## src/rtl/core/pidaw_pkg.sv

```systemverilog
// Shared types and constants for the PID controller with integral anti-windup.
package pidaw_pkg;

   // Field widths.
   localparam int DATA_W   = 16;
   localparam int ERR_W    = 17;
   localparam int DERIV_W  = 18;
   localparam int INTEG_W  = 32;
   localparam int FACTOR_W = 9;

   // Shared multiplier operand and result widths.
   localparam int MUL_A_W = 32;
   localparam int MUL_B_W = 17;
   localparam int PROD_W  = MUL_A_W + MUL_B_W;
   localparam int ACC_W   = 50;
   localparam int FRAC_W  = 8;
   localparam int RAW_W   = ACC_W - FRAC_W;

   // Configuration register indexes.
   localparam logic [2:0] REG_GAIN_P     = 3'd0;
   localparam logic [2:0] REG_GAIN_I     = 3'd1;
   localparam logic [2:0] REG_GAIN_D     = 3'd2;
   localparam logic [2:0] REG_OUT_MIN    = 3'd3;
   localparam logic [2:0] REG_OUT_MAX    = 3'd4;
   localparam logic [2:0] REG_WINDUP     = 3'd5;
   localparam logic [2:0] REG_TARGET     = 3'd6;
   localparam logic [2:0] REG_RUN_ENABLE = 3'd7;

   // Accumulator operations of the shared unit.
   localparam logic [1:0] ACC_HOLD = 2'd0;
   localparam logic [1:0] ACC_LOAD = 2'd1;
   localparam logic [1:0] ACC_ADD  = 2'd2;

   // Current register settings.
   typedef struct packed {
      logic [DATA_W-1:0]   gain_p;
      logic [DATA_W-1:0]   gain_i;
      logic [DATA_W-1:0]   gain_d;
      logic [DATA_W-1:0]   out_min;
      logic [DATA_W-1:0]   out_max;
      logic [FACTOR_W-1:0] windup_factor;
      logic [DATA_W-1:0]   target;
      logic                run_enable;
   } cfg_type;

   // One command to the shared multiply-accumulate unit.
   typedef struct packed {
      logic [MUL_A_W-1:0] mul_a;
      logic [MUL_B_W-1:0] mul_b;
      logic [1:0]         acc_op;
   } mac_ctl_type;

endpackage

```

## src/rtl/core/pidaw_csr.sv

```systemverilog
// APB-style register file holding gains, limits, windup factor, set point and enable.
module pidaw_csr (
   input  logic                 clock,
   input  logic                 reset,
   input  logic                 psel,
   input  logic                 penable,
   input  logic                 pwrite,
   input  logic [4:0]           paddr,
   input  logic [31:0]          pwdata,
   output logic [31:0]          prdata,
   output logic                 pready,
   output pidaw_pkg::cfg_type   cfg
);

   pidaw_pkg::cfg_type cfg_ff, cfg_in;
   logic [2:0]         index;
   logic               write_en;

   assign index    = paddr[4:2];
   assign write_en = psel && penable && pwrite;
   assign pready   = 1'b1;
   assign cfg      = cfg_ff;

   // Register write decode.
   always_comb begin
      cfg_in = cfg_ff;
      if (write_en) begin
         unique case (index)
            pidaw_pkg::REG_GAIN_P:     cfg_in.gain_p        = pwdata[15:0];
            pidaw_pkg::REG_GAIN_I:     cfg_in.gain_i        = pwdata[15:0];
            pidaw_pkg::REG_GAIN_D:     cfg_in.gain_d        = pwdata[15:0];
            pidaw_pkg::REG_OUT_MIN:    cfg_in.out_min       = pwdata[15:0];
            pidaw_pkg::REG_OUT_MAX:    cfg_in.out_max       = pwdata[15:0];
            pidaw_pkg::REG_WINDUP:     cfg_in.windup_factor = pwdata[8:0];
            pidaw_pkg::REG_TARGET:     cfg_in.target        = pwdata[15:0];
            pidaw_pkg::REG_RUN_ENABLE: cfg_in.run_enable    = pwdata[0];
            default:                   cfg_in               = cfg_ff;
         endcase
      end
   end

   always_ff @(posedge clock) begin
      if (reset) begin
         cfg_ff.gain_p        <= 16'h0000;
         cfg_ff.gain_i        <= 16'h0000;
         cfg_ff.gain_d        <= 16'h0000;
         cfg_ff.out_min       <= 16'h8000;
         cfg_ff.out_max       <= 16'h7FFF;
         cfg_ff.windup_factor <= 9'd26;
         cfg_ff.target        <= 16'h0000;
         cfg_ff.run_enable    <= 1'b0;
      end else begin
         cfg_ff <= cfg_in;
      end
   end

   // Register read mux.
   always_comb begin
      unique case (index)
         pidaw_pkg::REG_GAIN_P:     prdata = {16'd0, cfg_ff.gain_p};
         pidaw_pkg::REG_GAIN_I:     prdata = {16'd0, cfg_ff.gain_i};
         pidaw_pkg::REG_GAIN_D:     prdata = {16'd0, cfg_ff.gain_d};
         pidaw_pkg::REG_OUT_MIN:    prdata = {16'd0, cfg_ff.out_min};
         pidaw_pkg::REG_OUT_MAX:    prdata = {16'd0, cfg_ff.out_max};
         pidaw_pkg::REG_WINDUP:     prdata = {23'd0, cfg_ff.windup_factor};
         pidaw_pkg::REG_TARGET:     prdata = {16'd0, cfg_ff.target};
         pidaw_pkg::REG_RUN_ENABLE: prdata = {31'd0, cfg_ff.run_enable};
         default:                   prdata = 32'd0;
      endcase
   end

endmodule

```

## src/rtl/core/pidaw_mac.sv

```systemverilog
// Shared signed multiplier with a registered product and a wide accumulator.
module pidaw_mac (
   input  logic                                clock,
   input  pidaw_pkg::mac_ctl_type              ctl,
   output logic signed [pidaw_pkg::PROD_W-1:0] prod,
   output logic signed [pidaw_pkg::ACC_W-1:0]  acc
);

   logic signed [pidaw_pkg::PROD_W-1:0] prod_ff, prod_in;
   logic signed [pidaw_pkg::ACC_W-1:0]  acc_ff, acc_in, prod_ext;

   // One multiply per cycle, registered before any use.
   assign prod_in  = $signed(ctl.mul_a) * $signed(ctl.mul_b);
   assign prod_ext = pidaw_pkg::ACC_W'(prod_ff);

   // The accumulator takes the previous cycle's product.
   always_comb begin
      unique case (ctl.acc_op)
         pidaw_pkg::ACC_LOAD: acc_in = prod_ext;
         pidaw_pkg::ACC_ADD:  acc_in = acc_ff + prod_ext;
         default:             acc_in = acc_ff;
      endcase
   end

   always_ff @(posedge clock) begin
      prod_ff <= prod_in;
      acc_ff  <= acc_in;
   end

   assign prod = prod_ff;
   assign acc  = acc_ff;

endmodule

```

## src/rtl/core/pid_controller_antiwindup.sv

```systemverilog
// Top level of the PID controller with integral anti-windup.
// An enabled sample steps through WIND, INTEG, PI, PD, SUM and CLAMP before its result is registered;
// a disabled one through OFF. Its four products share one multiplier, so no new sample is taken
// until the last one is through. A result still waiting holds the block in its last step.
// Reset is synchronous: gains zero, limits full range, windup factor 26, loop disabled,
// and integral, last error and last drive cleared.
module pid_controller_antiwindup (
   input  logic        clock,
   input  logic        reset,
   input  logic        req_valid,
   output logic        req_stall,
   input  logic [15:0] req_measured,
   output logic        rsp_valid,
   input  logic        rsp_stall,
   output logic [15:0] rsp_drive,
   output logic        rsp_at_limit,
   output logic        rsp_idle_flag,
   input  logic        csr_psel,
   input  logic        csr_penable,
   input  logic        csr_pwrite,
   input  logic [4:0]  csr_paddr,
   input  logic [31:0] csr_pwdata,
   output logic [31:0] csr_prdata,
   output logic        csr_pready
);

   localparam logic [2:0] S_IDLE  = 3'd0;
   localparam logic [2:0] S_WIND  = 3'd1;
   localparam logic [2:0] S_INTEG = 3'd2;
   localparam logic [2:0] S_PI    = 3'd3;
   localparam logic [2:0] S_PD    = 3'd4;
   localparam logic [2:0] S_SUM   = 3'd5;
   localparam logic [2:0] S_CLAMP = 3'd6;
   localparam logic [2:0] S_OFF   = 3'd7;

   pidaw_pkg::cfg_type     cfg;
   pidaw_pkg::mac_ctl_type mac_ctl;

   logic signed [pidaw_pkg::PROD_W-1:0] prod;
   logic signed [pidaw_pkg::ACC_W-1:0]  acc;

   logic [2:0]  state_ff, state_in;
   logic [16:0] err_ff, err_in;
   logic [17:0] deriv_ff, deriv_in;
   logic        sat_ff, sat_in;
   logic [31:0] integral_ff, integral_in;
   logic [16:0] last_error_ff, last_error_in;
   logic [15:0] last_drive_ff, last_drive_in;

   logic        rsp_valid_ff, rsp_valid_in;
   logic [15:0] rsp_drive_ff, rsp_drive_in;
   logic        rsp_at_limit_ff, rsp_at_limit_in;
   logic        rsp_idle_flag_ff, rsp_idle_flag_in;

   logic        accept;
   logic        out_free;
   logic signed [16:0] err_new;
   logic signed [17:0] deriv_new;
   logic signed [18:0] integ_add;
   logic signed [32:0] integ_sum;
   logic signed [pidaw_pkg::RAW_W-1:0] raw;
   logic        raw_hi, raw_lo;

   pidaw_csr u_csr (
      .clock   (clock),
      .reset   (reset),
      .psel    (csr_psel),
      .penable (csr_penable),
      .pwrite  (csr_pwrite),
      .paddr   (csr_paddr),
      .pwdata  (csr_pwdata),
      .prdata  (csr_prdata),
      .pready  (csr_pready),
      .cfg     (cfg)
   );

   pidaw_mac u_mac (
      .clock (clock),
      .ctl   (mac_ctl),
      .prod  (prod),
      .acc   (acc)
   );

   assign req_stall = reset || (state_ff != S_IDLE);
   assign accept    = req_valid && !req_stall;
   assign out_free  = !rsp_valid_ff || !rsp_stall;

   // Error, derivative and the windup test, formed at the transfer.
   assign err_new   = $signed({cfg.target[15], cfg.target})
                    - $signed({req_measured[15], req_measured});
   assign deriv_new = $signed({err_new[16], err_new})
                    - $signed({last_error_ff[16], last_error_ff});

   // Integral step: scaled error while the last drive sat at a limit, else the full error.
   assign integ_add = sat_ff ? $signed(prod[26:8])
                             : $signed({{2{err_ff[16]}}, err_ff});
   assign integ_sum = $signed({integral_ff[31], integral_ff})
                    + $signed({{14{integ_add[18]}}, integ_add});

   // Raw output is the accumulator floored by the Q8.8 fraction.
   assign raw    = acc[pidaw_pkg::ACC_W-1:pidaw_pkg::FRAC_W];
   assign raw_hi = raw > $signed(cfg.out_max);
   assign raw_lo = raw < $signed(cfg.out_min);

   // Sequencer driving the shared unit.
   always_comb begin
      state_in         = state_ff;
      err_in           = err_ff;
      deriv_in         = deriv_ff;
      sat_in           = sat_ff;
      integral_in      = integral_ff;
      last_error_in    = last_error_ff;
      last_drive_in    = last_drive_ff;
      rsp_valid_in     = rsp_valid_ff && rsp_stall;
      rsp_drive_in     = rsp_drive_ff;
      rsp_at_limit_in  = rsp_at_limit_ff;
      rsp_idle_flag_in = rsp_idle_flag_ff;
      mac_ctl.mul_a    = '0;
      mac_ctl.mul_b    = '0;
      mac_ctl.acc_op   = pidaw_pkg::ACC_HOLD;

      unique case (state_ff)
         S_IDLE: begin
            if (accept) begin
               if (cfg.run_enable) begin
                  err_in   = err_new;
                  deriv_in = deriv_new;
                  sat_in   = ($signed(last_drive_ff) >= $signed(cfg.out_max))
                          || ($signed(last_drive_ff) <= $signed(cfg.out_min));
                  state_in = S_WIND;
               end else begin
                  integral_in   = '0;
                  last_error_in = '0;
                  last_drive_in = '0;
                  state_in      = S_OFF;
               end
            end
         end
         S_WIND: begin
            mac_ctl.mul_a = {{15{err_ff[16]}}, err_ff};
            mac_ctl.mul_b = {8'd0, cfg.windup_factor};
            state_in      = S_INTEG;
         end
         S_INTEG: begin
            if (integ_sum[32] != integ_sum[31]) begin
               integral_in = integ_sum[32] ? 32'h8000_0000 : 32'h7FFF_FFFF;
            end else begin
               integral_in = integ_sum[31:0];
            end
            mac_ctl.mul_a = {{15{err_ff[16]}}, err_ff};
            mac_ctl.mul_b = {cfg.gain_p[15], cfg.gain_p};
            state_in      = S_PI;
         end
         S_PI: begin
            mac_ctl.mul_a  = integral_ff;
            mac_ctl.mul_b  = {cfg.gain_i[15], cfg.gain_i};
            mac_ctl.acc_op = pidaw_pkg::ACC_LOAD;
            state_in       = S_PD;
         end
         S_PD: begin
            mac_ctl.mul_a  = {{14{deriv_ff[17]}}, deriv_ff};
            mac_ctl.mul_b  = {cfg.gain_d[15], cfg.gain_d};
            mac_ctl.acc_op = pidaw_pkg::ACC_ADD;
            state_in       = S_SUM;
         end
         S_SUM: begin
            mac_ctl.acc_op = pidaw_pkg::ACC_ADD;
            state_in       = S_CLAMP;
         end
         S_CLAMP: begin
            if (out_free) begin
               if (raw_hi) begin
                  rsp_drive_in = cfg.out_max;
               end else if (raw_lo) begin
                  rsp_drive_in = cfg.out_min;
               end else begin
                  rsp_drive_in = raw[15:0];
               end
               rsp_at_limit_in  = raw_hi || raw_lo;
               rsp_idle_flag_in = 1'b0;
               rsp_valid_in     = 1'b1;
               last_error_in    = err_ff;
               last_drive_in    = rsp_drive_in;
               state_in         = S_IDLE;
            end
         end
         S_OFF: begin
            if (out_free) begin
               rsp_drive_in     = '0;
               rsp_at_limit_in  = 1'b0;
               rsp_idle_flag_in = 1'b1;
               rsp_valid_in     = 1'b1;
               state_in         = S_IDLE;
            end
         end
         default: state_in = S_IDLE;
      endcase
   end

   // Control state and loop memory.
   always_ff @(posedge clock) begin
      if (reset) begin
         state_ff      <= S_IDLE;
         rsp_valid_ff  <= 1'b0;
         integral_ff   <= '0;
         last_error_ff <= '0;
         last_drive_ff <= '0;
      end else begin
         state_ff      <= state_in;
         rsp_valid_ff  <= rsp_valid_in;
         integral_ff   <= integral_in;
         last_error_ff <= last_error_in;
         last_drive_ff <= last_drive_in;
      end
   end

   // Working operands and the result register.
   always_ff @(posedge clock) begin
      err_ff           <= err_in;
      deriv_ff         <= deriv_in;
      sat_ff           <= sat_in;
      rsp_drive_ff     <= rsp_drive_in;
      rsp_at_limit_ff  <= rsp_at_limit_in;
      rsp_idle_flag_ff <= rsp_idle_flag_in;
   end

   assign rsp_valid     = rsp_valid_ff;
   assign rsp_drive     = rsp_drive_ff;
   assign rsp_at_limit  = rsp_at_limit_ff;
   assign rsp_idle_flag = rsp_idle_flag_ff;

endmodule

```

## config.mk

```make
export PLATFORM = sky130hd
export DESIGN_NAME = pid_controller_antiwindup
export DESIGN_NICKNAME = d
export VERILOG_FILES = /design/src/rtl/core/pidaw_pkg.sv /design/src/rtl/core/pidaw_csr.sv /design/src/rtl/core/pidaw_mac.sv /design/src/rtl/core/pid_controller_antiwindup.sv
export SDC_FILE = /design/constraint.sdc
export NUM_CORES = 2
export LEC_CHECK = 0
export BUFFER_PORTS_ARGS = -buffer_cell sky130_fd_sc_hd__buf_2
export CORE_UTILIZATION = 59
export DETAILED_ROUTE_END_ITERATION = 10
export PLACE_DENSITY_LB_ADDON = 0.12
export SYNTH_ARGS = -nofsm -noshare
export SYNTH_HDL_FRONTEND = slang
export SYNTH_HIERARCHICAL = 1
export SYNTH_SLANG_ARGS = --single-unit
```

## constraint.sdc

```tcl
create_clock -name clock -period 8.1 [get_ports clock]
set_input_delay 0.405 -clock clock [delete_from_list [all_inputs] [get_ports clock]]
set_output_delay 0.405 -clock clock [all_outputs]
set_load 0.02 [all_outputs]
```

==> metrics.md <==
| Metric | Value |
|---|---|
| Status | `finished clean` |
| Routed wire per std cell | `between 20 and 25 um` |
| CTS tree | `done` |
| Crit path arrival time | `between 8000 and 9000 ps` |
| Hold Worst Slack | `139.0 ps` |
| Share of cells above drive strength 1 | `a little under a tenth` |
| Iter 0 DRT Violations | `2397` |
| EDFF count, synth | `104` |
| Total track usage | `between 30% and 40%` |
| I/O Buffers | `77` |
| First-pass GRT wire length | `around 180 mm` |
| Setup crit end kind | `register` |
| Max_slew headroom | `around 25%` |
| Final Hold Viols | `0` |
| DRT Wirelength | `~110 mm` |
| Post-synth cell types | `about 110` |
| Fillers | `5904` |
| Ys flop type | `dfxtp_1` |
| Hold-critical path depth | `3` |
| Reg area | `around 0.0076 mm2` |
| CP endpoint | `u_mac/prod[47]` |
| ANT nets after route | `0` |
| Root buffer cell | `clkbuf_16` |
| Area Growth Syn to Fin | `6.764%` |
| Seq/Total Area, Yosys | `a little under a fifth` |
| Clk Latency, worst-skew pair | `570 ps` |
| PwrDens | `174.1 mW/mm2` |
| Worst IR Drop VDD | `between 0.15 and 0.2 mV` |
| Die Wd | `267.2 um` |
| CTS resizes | `0` |
| Clock power frac | `24.0%` |
| MaxCap Viol Count | `0` |
| CTS Buf Count | `40` |
| R2R cell count | `27` |
| WP data required | `~8500 ps` |
| Initial antenna violation count | `1` |
| DR pass1 iterations | `6` |
| Crit path from | `state_ff[2]` |
| Ys async rst share | `0%` |
| Worst min-delay path category | `in -> reg` |
| Clock net sink count | `328` |
| Setup bufs post-CTS | `0` |
| Multi-input logic area | `about 0.03 mm2` |
| Mean Syn Cell Area | `between 9 and 10 um2` |
| Vias/cell | `5.827` |
| Hold-fix buffers, CTS | `0` |
| Hpwl dp | `roughly 87 mm` |
| Clock Skew | `~22 ps` |
| Final Cell Area | `0.04430 mm2` |
| Crit Path Max Fanout | `20` |
| Static Leak | `between 20 and 25 nW` |
| Part of the cycle the worst path needs | `between 90% and 100%` |
| Setup CP Type | `reg -> reg` |
| Cells after Synth | `~4600` |
| Startpoint Class | `register` |
| Mapped cell area | `approximately 0.041 mm2` |
| Post-route non-filler standard cell count | `5512` |
| GPL Wtd Cong | `around 0.94` |
| Flop pwr share | `29.5%` |
| Post-placement cell area | `about 0.043 mm2` |
| NetSw | `around 3.2 mW` |
| RSZ-0062 raised after global routing | `no` |
| DP Cell Count | `5440` |
| Die span in y | `267.2 um` |
| Vias in the first global route | `about 33000` |
| Residual DRC count | `0` |
| Row cnt | `96` |
| Nets | `around 5500` |
| #FFs+latches synth | `328` |
| Cell Int Power | `approximately 4.5 mW` |
| Final Max Slew Viols | `0` |
| Antenna fix cells | `0` |
| R2R Path Start | `state_ff[2]` |
| Part of the power in combinational logic | `between 40 and 50%` |
| Vias | `around 32000` |
| Core region area | `between 0.06 and 0.07 mm2` |
| Gr ovfl total | `0` |
| Synth Warn # | `6` |
| R2R Path End | `u_mac/prod[47]` |
| Setup TNS | `0 ps` |
| Period minus WS final | `about 7800 ps` |
| Bufs on Longest Clock Path | `3` |
| Highest Clock Rate | `~130 MHz` |
| Starting Density | `approximately three fifths` |
| H-tree depth | `2` |
| R2R Setup Slk | `320 ps` |
| Slew @ Worst Pin | `1128 ps` |
| IO Count | `approximately 110` |
| Total die area | `about 0.071 mm2` |
| Pin count of the biggest net entering global routing | `74` |
| CTS clk-pin slew, worst paths | `about 60 ps` |
| Switching share of power | `between 40% and 50%` |
| Total Power | `7.711 mW` |
| Final setup fails | `0` |
==> worst min-delay path by stage <==
stage	endpoint	slack, ps	startpoint
3_5_place_dp	last_drive_ff[0]	450	last_drive_ff[0]
2_1_floorplan	last_drive_ff[0]	430	last_drive_ff[0]
3_3_place_gp	last_drive_ff[0]	440	last_drive_ff[0]
6_report	u_csr/cfg[75]	140	csr_pwdata[1]
5_1_grt	u_csr/cfg[75]	130	csr_pwdata[1]
4_1_cts	u_csr/cfg[77]	110	csr_pwdata[3]
==> layout make-up <==
type | count | share of cell area [%]
multi-input combinational | 3370 | 69.09
clock buffer | 60 | 2.683
timing repair buffer | 169 | 2.661
sequential | 328 | 17.18
tap | 931 | 2.630
inverter | 642 | 5.440
clock inverter | 12 | 0.3220
==> power groups by stage <==
stage                     registers [mW]  clock network [mW]  logic [mW]
final                               2.28                1.85        3.59
after global routing                2.29                1.93        3.97
after CTS                           2.27                1.87        3.56
after detailed placement            2.31                   0        3.53
after global placement              2.30                   0        3.47
after floorplan                     2.15                   0        2.62
==> cells in the final DEF, fill, tap and decap left out, drive strengths merged, types with 18 or more instances in the layout <==
| cell type | synthesis | routed |
|---|---|---|
| a31oi | 20 | 20 |
| ha | 345 | 345 |
| nand4 | 47 | 47 |
| nand3 | 57 | 57 |
| a22oi | 60 | 60 |
| and2 | 243 | 243 |
| buf | 64 | 169 |
| nand2b | 99 | 99 |
| nor2b | 45 | 45 |
| xor2 | 41 | 41 |
| o211ai | 18 | 18 |
| and3 | 24 | 24 |
| nand2 | 460 | 460 |
| o21ai | 208 | 208 |
| o21a | 32 | 32 |
| nor3 | 28 | 28 |
| inv | 642 | 646 |
| clkbuf | 161 | 60 |
| a21oi | 219 | 219 |
| dfxtp | 224 | 224 |
| edfxtp | 104 | 104 |
| fa | 525 | 525 |
| mux2 | 102 | 102 |
| mux2i | 113 | 113 |
| nor2 | 221 | 221 |
| xnor2 | 104 | 104 |
| a21o | 141 | 141 |
==> Yosys cell counts (47+ instances only) <==
| master | n | area, um2 |
|---|---|---|
| ha_1 | 345 | 4317 |
| mux2_2 | 94 | 1059 |
| a21o_1 | 141 | 1059 |
| a22oi_1 | 59 | 442.9 |
| nand3_1 | 56 | 280.3 |
| fa_1 | 525 | 10510 |
| and2_1 | 243 | 1520 |
| clkbuf_1 | 161 | 604.3 |
| a21oi_1 | 212 | 1061 |
| inv_1 | 640 | 2402 |
| nand2_1 | 457 | 1715 |
| o21ai_0 | 155 | 775.7 |
| nand2b_1 | 99 | 619.3 |
| nand4_1 | 47 | 294.0 |
| mux2i_1 | 113 | 1131 |
| edfxtp_1 | 104 | 3123 |
| nor2_1 | 220 | 825.8 |
| xnor2_1 | 104 | 910.9 |
| dfxtp_1 | 224 | 4484 |
==> layer usage <==
metal  track usage [%]  share of wire, %
met2             52.14                46
met3             4.257               6.5
met4             14.51               5.1
met1             41.98                43
met5                 0                 0
==> worst max-delay path, stage by stage (launching register included) <==
cell and delay (ps):
dfxtp_1 380, nor2b_1 320, buf_4 350, a22oi_1 130, o22ai_2 240, buf_4 280
buf_4 310, nand2_1 120, fa_1 550, inv_1 50, fa_1 500, fa_1 590
fa_1 440, fa_1 490, inv_1 50, fa_1 480, inv_1 50, ha_1 340
and3_1 270, and3_1 210, a21oi_1 120, nand3_1 110, a22oi_1 190, nand2_1 170
a41o_1 290, o41a_1 370, nand4_1 120, o211ai_1 80
==> state kept, by name (all words and copies together), names as in the netlist <==
register / cells
u_csr/cfg: 106
u_mac/acc: 50
u_mac/prod: 49
integral_ff: 32
deriv_ff: 18
err_ff: 17
last_error_ff: 17
last_drive_ff: 16
rsp_drive: 16
state_ff: 3
rsp_at_limit: 1
rsp_idle_flag: 1
rsp_valid: 1
sat_ff: 1
==> kinds of logic (layout without fill, tap and decap cells) <==
family	Yosys count	count (layout)	synth area share, %
AOI/OAI and AO/OA	845	845	13.74
xor gates and xnor gates	145	145	3.079
adders and majority gates	870	870	35.73
buffers and inverters	867	883	8.323
DFF	328	328	18.33
muxes	216	216	5.549
other	2	17	0.01810
and+or+nand+nor	1277	1277	15.22
==> per-stage QoR <==
stage / worst slack [ps] / util, %
floorplan: 396.5 / -
CTS: 302.9 / 64.12
global placement: 456.8 / 62.19
detailed placement: 363.9 / 62.19
global route: 26.76 / 64.14
finish: 317.3 / 64.14
Note: power is estimated with default switching activity, not from simulation.
